--- src/tcs_pkg.sv ---
// Shared constants for the thermal cycle sequencer.
package tcs_pkg;

  localparam int ADC_W   = 10;
  localparam int TEMP_W  = 7;
  localparam int ANGLE_W = 8;
  localparam int CYC_W   = 8;
  localparam int CMD_W   = 8;
  localparam int PHASE_W = 3;
  localparam int STAT_W  = 2;
  localparam int CFG_IDX_W = 3;
  localparam int CFG_DATA_W = 8;

  localparam logic [PHASE_W-1:0] PH_IDLE     = 3'd0;
  localparam logic [PHASE_W-1:0] PH_START    = 3'd1;
  localparam logic [PHASE_W-1:0] PH_RUNNING  = 3'd2;
  localparam logic [PHASE_W-1:0] PH_WAIT2    = 3'd3;
  localparam logic [PHASE_W-1:0] PH_STOP     = 3'd4;
  localparam logic [PHASE_W-1:0] PH_COMPLETE = 3'd5;

  localparam logic [STAT_W-1:0] ST_IDLE    = 2'd0;
  localparam logic [STAT_W-1:0] ST_RUNNING = 2'd1;
  localparam logic [STAT_W-1:0] ST_DONE    = 2'd2;

  localparam logic [CMD_W-1:0] CMD_START = 8'd1;
  localparam logic [CMD_W-1:0] CMD_STOP  = 8'd2;

  localparam logic [TEMP_W-1:0] FLOOR_TEMP = 7'd53;
  localparam logic [TEMP_W-1:0] TEMP_MAX   = 7'd100;

  localparam logic [CFG_IDX_W-1:0] REG_UPPER  = 3'd0;
  localparam logic [CFG_IDX_W-1:0] REG_LOWER  = 3'd1;
  localparam logic [CFG_IDX_W-1:0] REG_LAST   = 3'd2;
  localparam logic [CFG_IDX_W-1:0] REG_HOME   = 3'd3;
  localparam logic [CFG_IDX_W-1:0] REG_FIRST  = 3'd4;
  localparam logic [CFG_IDX_W-1:0] REG_SECOND = 3'd5;

  localparam logic [TEMP_W-1:0]  RST_UPPER  = 7'd90;
  localparam logic [TEMP_W-1:0]  RST_LOWER  = 7'd55;
  localparam logic [CYC_W-1:0]   RST_LAST   = 8'd30;
  localparam logic [ANGLE_W-1:0] RST_HOME   = 8'd0;
  localparam logic [ANGLE_W-1:0] RST_FIRST  = 8'd45;
  localparam logic [ANGLE_W-1:0] RST_SECOND = 8'd135;

  localparam int SCALE_MUL = 100;
  localparam int SCALE_DIV = 1023;
  localparam int PROD_W    = 17;
  localparam int DIV_SHIFT = 10;

endpackage

--- src/tcs_scale.sv ---
// Scales a raw converter sample to adc*100/1023, truncated.
module tcs_scale import tcs_pkg::*; (
  input  logic [ADC_W-1:0]  adc,
  output logic [TEMP_W-1:0] temp
);

  logic [PROD_W-1:0] prod;
  logic [PROD_W-1:0] q_est;
  logic [PROD_W-1:0] rem;

  // p>>10 underestimates p/1023 by at most one, so one correction step
  always_comb begin
    prod  = PROD_W'(adc) * PROD_W'(SCALE_MUL);
    q_est = prod >> DIV_SHIFT;
    rem   = prod - q_est * PROD_W'(SCALE_DIV);
    if (rem >= PROD_W'(SCALE_DIV)) begin
      temp = TEMP_W'(q_est + PROD_W'(1));
    end else begin
      temp = TEMP_W'(q_est);
    end
  end

endmodule

--- src/thermal_cycle_sequencer.sv ---
// Top level: thermal cycle phase sequencer with input and result registers.
// Each accepted beat passes from the input register to the result register.
// Throughput: one beat per cycle unless stalled; the input and result registers
// form a two-entry pipeline, so a stalled result still leaves room for one beat.
// Reset (rst_n low, synchronous): phase idle, counters and lamp cleared,
// actuator at home, registers back to their reset values, both stages empty.
module thermal_cycle_sequencer import tcs_pkg::*; (
  input  logic                  clk,
  input  logic                  rst_n,
  input  logic                  in_valid,
  output logic                  in_stall,
  input  logic                  in_command_present,
  input  logic [CMD_W-1:0]      in_command_byte,
  input  logic [ADC_W-1:0]      in_adc_sample,
  output logic                  out_valid,
  input  logic                  out_stall,
  output logic                  out_status_valid,
  output logic [STAT_W-1:0]     out_status_code,
  output logic [ANGLE_W-1:0]    out_actuator_angle,
  output logic                  out_lamp_on,
  output logic [PHASE_W-1:0]    out_phase_now,
  output logic [TEMP_W-1:0]     out_scaled_temp,
  input  logic                  cfg_we,
  input  logic [CFG_IDX_W-1:0]  cfg_index,
  input  logic [CFG_DATA_W-1:0] cfg_wdata
);

  logic [TEMP_W-1:0]  upper_r, lower_r;
  logic [CYC_W-1:0]   last_r;
  logic [ANGLE_W-1:0] home_r, first_r, second_r;

  logic               s1_vld_r;
  logic               s1_present_r;
  logic [CMD_W-1:0]   s1_cmd_r;
  logic [ADC_W-1:0]   s1_adc_r;

  logic [PHASE_W-1:0] phase_r, phase_nxt;
  logic [CYC_W-1:0]   cyc_r, cyc_nxt;
  logic [CMD_W-1:0]   lcmd_r, lcmd_nxt;
  logic               lamp_r, lamp_nxt;
  logic [ANGLE_W-1:0] angle_r, angle_nxt;

  logic               out_valid_r;
  logic               sv_r, sv_nxt;
  logic [STAT_W-1:0]  sc_r, sc_nxt;
  logic [TEMP_W-1:0]  temp_r;

  logic [TEMP_W-1:0]  temp;
  logic [TEMP_W-1:0]  wait_limit;
  logic               end_cyc;
  logic               adv;
  logic               step;
  logic               in_acc;

  assign adv      = !out_valid_r || !out_stall;
  assign step     = s1_vld_r && adv;
  assign in_stall = s1_vld_r && !adv;
  assign in_acc   = in_valid && !in_stall;

  tcs_scale u_scale (
    .adc  (s1_adc_r),
    .temp (temp)
  );

  assign wait_limit = (lower_r > FLOOR_TEMP) ? lower_r : FLOOR_TEMP;

  always_comb begin
    phase_nxt = phase_r;
    cyc_nxt   = cyc_r;
    lcmd_nxt  = lcmd_r;
    lamp_nxt  = lamp_r;
    angle_nxt = angle_r;
    sv_nxt    = 1'b0;
    sc_nxt    = ST_IDLE;
    end_cyc   = 1'b0;
    unique case (phase_r)
      PH_IDLE: begin
        if (s1_present_r) begin
          lcmd_nxt  = s1_cmd_r;
          phase_nxt = PH_START;
        end else begin
          sv_nxt = 1'b1;
          sc_nxt = ST_IDLE;
        end
      end
      PH_START: begin
        if (lcmd_r == CMD_START) begin
          lamp_nxt  = 1'b1;
          phase_nxt = PH_RUNNING;
        end else begin
          phase_nxt = PH_IDLE;
        end
      end
      PH_RUNNING: begin
        if (s1_present_r) begin
          if (s1_cmd_r == CMD_STOP) begin
            phase_nxt = PH_STOP;
          end
        end else begin
          sv_nxt = 1'b1;
          sc_nxt = ST_RUNNING;
          if (cyc_r <= last_r) begin
            angle_nxt = first_r;
            if (temp > upper_r) begin
              angle_nxt = second_r;
              if (temp <= FLOOR_TEMP) begin
                end_cyc = 1'b1;
              end else begin
                phase_nxt = PH_WAIT2;
              end
            end
          end
        end
      end
      PH_WAIT2: begin
        angle_nxt = second_r;
        if (s1_present_r && (s1_cmd_r == CMD_STOP)) begin
          phase_nxt = PH_STOP;
        end else if (temp <= wait_limit) begin
          end_cyc = 1'b1;
        end
      end
      PH_STOP: begin
        cyc_nxt   = '0;
        lamp_nxt  = 1'b0;
        angle_nxt = home_r;
        phase_nxt = PH_IDLE;
      end
      PH_COMPLETE: begin
        sv_nxt    = 1'b1;
        sc_nxt    = ST_DONE;
        cyc_nxt   = '0;
        phase_nxt = PH_IDLE;
      end
      default: begin
        phase_nxt = PH_IDLE;
      end
    endcase
    if (end_cyc) begin
      if (cyc_r == last_r) begin
        phase_nxt = PH_COMPLETE;
      end else begin
        cyc_nxt   = cyc_r + CYC_W'(1);
        phase_nxt = PH_RUNNING;
      end
    end
  end

  // configuration
  always_ff @(posedge clk) begin
    if (!rst_n) begin
      upper_r  <= RST_UPPER;
      lower_r  <= RST_LOWER;
      last_r   <= RST_LAST;
      home_r   <= RST_HOME;
      first_r  <= RST_FIRST;
      second_r <= RST_SECOND;
    end else if (cfg_we) begin
      unique case (cfg_index)
        REG_UPPER:  upper_r  <= cfg_wdata[TEMP_W-1:0];
        REG_LOWER:  lower_r  <= cfg_wdata[TEMP_W-1:0];
        REG_LAST:   last_r   <= cfg_wdata;
        REG_HOME:   home_r   <= cfg_wdata;
        REG_FIRST:  first_r  <= cfg_wdata;
        REG_SECOND: second_r <= cfg_wdata;
        default: begin
        end
      endcase
    end
  end

  // input register
  always_ff @(posedge clk) begin
    if (!rst_n) begin
      s1_vld_r <= 1'b0;
    end else if (in_acc) begin
      s1_vld_r <= 1'b1;
    end else if (step) begin
      s1_vld_r <= 1'b0;
    end
  end

  always_ff @(posedge clk) begin
    if (in_acc) begin
      s1_present_r <= in_command_present;
      s1_cmd_r     <= in_command_byte;
      s1_adc_r     <= in_adc_sample;
    end
  end

  // sequencer state
  always_ff @(posedge clk) begin
    if (!rst_n) begin
      phase_r <= PH_IDLE;
      cyc_r   <= '0;
      lcmd_r  <= '0;
      lamp_r  <= 1'b0;
      angle_r <= RST_HOME;
    end else if (step) begin
      phase_r <= phase_nxt;
      cyc_r   <= cyc_nxt;
      lcmd_r  <= lcmd_nxt;
      lamp_r  <= lamp_nxt;
      angle_r <= angle_nxt;
    end
  end

  // result register
  always_ff @(posedge clk) begin
    if (!rst_n) begin
      out_valid_r <= 1'b0;
    end else if (adv) begin
      out_valid_r <= s1_vld_r;
    end
  end

  always_ff @(posedge clk) begin
    if (step) begin
      sv_r   <= sv_nxt;
      sc_r   <= sc_nxt;
      temp_r <= temp;
    end
  end

  assign out_valid          = out_valid_r;
  assign out_status_valid   = sv_r;
  assign out_status_code    = sc_r;
  assign out_actuator_angle = angle_r;
  assign out_lamp_on        = lamp_r;
  assign out_phase_now      = phase_r;
  assign out_scaled_temp    = temp_r;

endmodule

--- config.mk ---
export PLATFORM = sky130hd
export DESIGN_NAME = thermal_cycle_sequencer
export DESIGN_NICKNAME = d
export VERILOG_FILES = /design/src/tcs_pkg.sv /design/src/tcs_scale.sv /design/src/thermal_cycle_sequencer.sv
export SDC_FILE = /design/constraint.sdc
export NUM_CORES = 1
export LEC_CHECK = 0
export BUFFER_PORTS_ARGS = -buffer_cell sky130_fd_sc_hd__buf_2
export CAP_MARGIN = 5
export CORE_MARGIN = 2
export CORE_UTILIZATION = 30
export DETAILED_ROUTE_END_ITERATION = 10
export GPL_TIMING_DRIVEN = 0
export SLEW_MARGIN = 25
export SYNTH_ARGS = -nofsm -noshare
export SYNTH_HDL_FRONTEND = slang
export SYNTH_SLANG_ARGS = --single-unit
--- constraint.sdc ---
create_clock -name clk -period 12.9 [get_ports clk]
set_clock_uncertainty 0.05 [all_clocks]
set_input_delay 1.935 -clock clk [delete_from_list [all_inputs] [get_ports clk]]
set_output_delay 1.935 -clock clk [all_outputs]
set_load 0.05 [all_outputs]
==> results by group <==
Clock tree
  – CTS tree: yes
  – Clk slew on worst S/H paths: ~0.08 ns
  – Worst skew pair latency: 0.37 ns
  – CTS Sinks: 105
  – Clock Root Buffer: clkbuf_16
  – H-tree levels: 3
  – Post-CTS Repair Setup Buffers: 0
  – Max clock buf depth: 2
  – CTS Hold Bufs: 0
  – # resized after CTS: 0
  – CTS buffer count: 9

Job
  – Max-cap violations: 0

Timing
  – Final setup violation count: 0
  – Least-Margin Pin Slew: about 1.0 ns
  – Period utilization: slightly below 90%
  – Final hold violation count: 0
  – Max_slew headroom: a little under 30%
  – RSZ-0062 raised after global routing: no
  – Fin crit period: ~11 ns
  – Fmax: about 90 MHz
  – Final Max Tran Viols: 0
  – Post-route setup TNS: 0 ns

Setup path
  – Critical Path Source Type: flip-flop
  – Reg2reg end: out_actuator_angle[7]$_SDFFE_PN0P_
  – Crit Path Max Fanout: 8
  – CP Class: flip-flop to flip-flop
  – R2R cell count: 43
  – Crit-path max cell delay: 0.56 ns
  – CP Data Arrival Time: 11.32 ns
  – Critical path's slowest cell: fa_1
  – Crit end category: flip-flop
  – Worst R2R Start: s1_adc_r[4]$_DFFE_PP_
  – R2r setup slk: ~1.7 ns
  – Worst Path Required: around 13 ns

Drt
  – DRC: 1
  – Vias: between 6000 and 7000
  – Metal3 WL: between 700 and 800 um
  – ANT nets after route: 0
  – DR top layer: met4
  – M1 WL: roughly 9.9 mm
  – Routed len/inst: between 15 and 20 um
  – DR pass1 iterations: 10
  – Post-Route WL: 19.7 mm
  – Vias per Instance: roughly 4.9
  – Routed length on met2: slightly below 9 mm
  – DRT iter0 DRCs: approximately 350

Global route
  – Vias in the first global route: around 6300
  – GRT overflow: 0
  – Largest net degree at the start of global routing: 23
  – Overall global routing resource usage: approximately 14%
  – First-pass GRT wire length: about 32 mm
  – Initial antenna violation count: 0

Logic synthesis
  – Syn_nets: 1061
  – Most used flip-flop cell after synthesis: dfxtp_1
  – Post-synth EDFFs: 29
  – Unique masters post-synth: between 70 and 80
  – Async set-reset flop share out of synthesis: 0%
  – Seq/Total Area, Yosys: roughly 30%
  – Synthesized cell area: 8000 um^2
  – Synth Register Bits: approximately 110
  – Synth Warn #: 0
  – Mean Syn Cell Area: just under 9 um^2
  – Syn Inst Count: 900

Placed design
  – Gp weighted congestion: between 0.8 and 0.9
  – I/O Buffers: between 50 and 60
  – Final HPWL DP: ~16 mm

Cells and area
  – Final net count: approximately 1100
  – Synth-to-Final Area Change: 12.9%
  – Diode count: 0
  – Share of cells above drive strength 1: between 10% and 20%
  – # fillers: around 2800

Run status
  – Outcome: complete, but fails checks
  – Failing checks: design-rule violations

Die
  – Die area: around 28000 um^2
  – Starting Density: between 30% and 40%
  – Core Box Area: about 26000 um^2
  – Cell Rows: between 50 and 60
  – Die Wd: around 170 um
  – Die height: 167 um
  – IO Pins: a little under 60

Min path
  – Hold/Removal Path Class: flip-flop to flip-flop
  – Hold path endpoint: home_r[1]$_SDFFE_PN0P_
  – Hold Path Depth: 2
  – Min-delay src: home_r[1]$_SDFFE_PN0P_
## sequential cells by signal, indices dropped and copies added (netlist names), 8 cells and up
register,flops
cyc_r,8
first_r,8
home_r,8
last_r,8
lcmd_r,8
out_actuator_angle,8
s1_adc_r,10
s1_cmd_r,8
second_r,8
## per-stage QoR
stage	cell area (um^2)	setup WS [ns]	utilization (%)	hold slack [ns]	std cells
floorplan	8000	3.01	-	0.386	900
CTS	9040	1.68	34.6	0.410	1310
detailed placement	8730	1.75	33.4	0.397	1294
global route	9040	0.858	34.6	0.433	1310
finish	9040	1.74	34.6	0.410	1310
global placement	8710	1.90	33.3	0.392	1293
## worst max-delay path, delay by kind of cell, from the launching register on
family	cells	cell delay [ns]
compound gates	18	4.20
fa+ha+maj	10	3.98
xor+xnor	3	1.17
buf+inv	7	0.58
simple gates	5	0.58
flops	1	0.44
## placed cells by master (no fill, tap or decap), types with 5 or more instances in the layout
master	synthesis	layout
o211ai_1	19	19
a221oi_1	9	9
o21ai_0	24	24
nand3_1	37	37
edfxtp_1	29	29
fa_1	33	33
ha_1	93	93
clkbuf_1	21	21
nor2b_1	11	10
inv_1	110	110
a21o_1	8	8
and3_1	8	8
nand2_1	126	126
nor3_1	5	5
buf_2	1	59
xnor2_1	18	18
a31oi_1	10	10
dfxtp_1	76	76
a21oi_1	59	59
nand4_1	7	7
nor2_1	45	45
o22ai_1	9	9
clkbuf_16	0	9
and2_1	7	7
nand2b_1	9	9
xor2_1	15	15
o211a_1	5	5
mux2i_1	22	22
## layout make-up
cell class / instances / area, um^2 / share of cell area, %
Multi-Input combinational cell: 662 / 5110 / 56.6
Buffer: 22 / 83.8 / 0.927
Timing Repair Buffer: 59 / 302 / 3.34
Inverter: 111 / 417 / 4.61
Tap cell: 335 / 419 / 4.64
Sequential cell: 105 / 2390 / 26.5
Clock buffer: 9 / 225 / 2.49
Clock inverter: 7 / 86.3 / 0.955
## Yosys cell counts, types with 3 or more instances
cell type | instances | share of area, %
o22ai_1 | 9 | 0.70
o21ai_2 | 3 | 0.33
o2111ai_1 | 4 | 0.44
nor3b_1 | 3 | 0.28
mux2i_1 | 22 | 2.8
a21oi_1 | 59 | 3.7
a221oi_1 | 9 | 0.98
o211ai_1 | 19 | 1.8
nand3_1 | 37 | 2.3
a31oi_1 | 10 | 0.78
nor2b_1 | 11 | 0.86
a211o_1 | 3 | 0.33
nand2b_1 | 9 | 0.70
o211a_1 | 5 | 0.63
nand4_1 | 7 | 0.55
clkbuf_1 | 21 | 0.98
o21a_1 | 3 | 0.28
nor3_1 | 5 | 0.31
a21o_1 | 8 | 0.75
a21oi_2 | 4 | 0.44
and2_1 | 7 | 0.55
nor4_1 | 4 | 0.31
inv_1 | 110 | 5.2
o21ai_0 | 24 | 1.5
xnor2_1 | 18 | 2.0
nand4b_1 | 4 | 0.44
o21ai_1 | 3 | 0.19
dfxtp_1 | 76 | 19
nor2_1 | 45 | 2.1
or3_1 | 4 | 0.31
and3_1 | 8 | 0.63
ha_1 | 93 | 15
edfxtp_1 | 29 | 11
fa_1 | 33 | 8.3
nand2_1 | 126 | 5.9
xor2_1 | 15 | 1.6
## worst max-delay path by stage
stage | from | to | slack, ns | cells after the start
2_1_floorplan | s1_adc_r[4]$_DFFE_PP_ | cyc_r[7]$_SDFFE_PN0P_ | 3.01 | 41
3_3_place_gp | s1_adc_r[4]$_DFFE_PP_ | out_actuator_angle[7]$_SDFFE_PN0P_ | 1.90 | 43
3_5_place_dp | s1_adc_r[4]$_DFFE_PP_ | out_actuator_angle[3]$_SDFFE_PN0P_ | 1.75 | 43
4_1_cts | s1_adc_r[4]$_DFFE_PP_ | out_actuator_angle[7]$_SDFFE_PN0P_ | 1.68 | 43
5_1_grt | s1_adc_r[4]$_DFFE_PP_ | out_actuator_angle[7]$_SDFFE_PN0P_ | 0.86 | 43
6_report | s1_adc_r[4]$_DFFE_PP_ | out_actuator_angle[7]$_SDFFE_PN0P_ | 1.74 | 43
## cell families (layout without fill, tap and decap cells)
| group | count (synthesis) | count (layout) | share of synthesized area [%] |
|---|---|---|---|
| compound gates | 189 | 189 | 16.6 |
| xor+xnor | 34 | 34 | 3.81 |
| fa+ha+maj | 127 | 127 | 22.9 |
| buf+inv | 133 | 208 | 6.25 |
| flops | 105 | 105 | 29.9 |
| mux | 26 | 26 | 3.41 |
| simple gates | 286 | 286 | 17.1 |
## per-layer routing
metal / up-vias / global-route usage [%]
li1: 3289 / -
met1: 3005 / 20.3
met2: 134 / 23.0
met3: 21 / 1.82
met4: 0 / 4.16
met5: - / 0
Power is left out: the tool's default activity adds up to more than one toggle a clock period on the data nets, which glitch-free logic cannot reach.
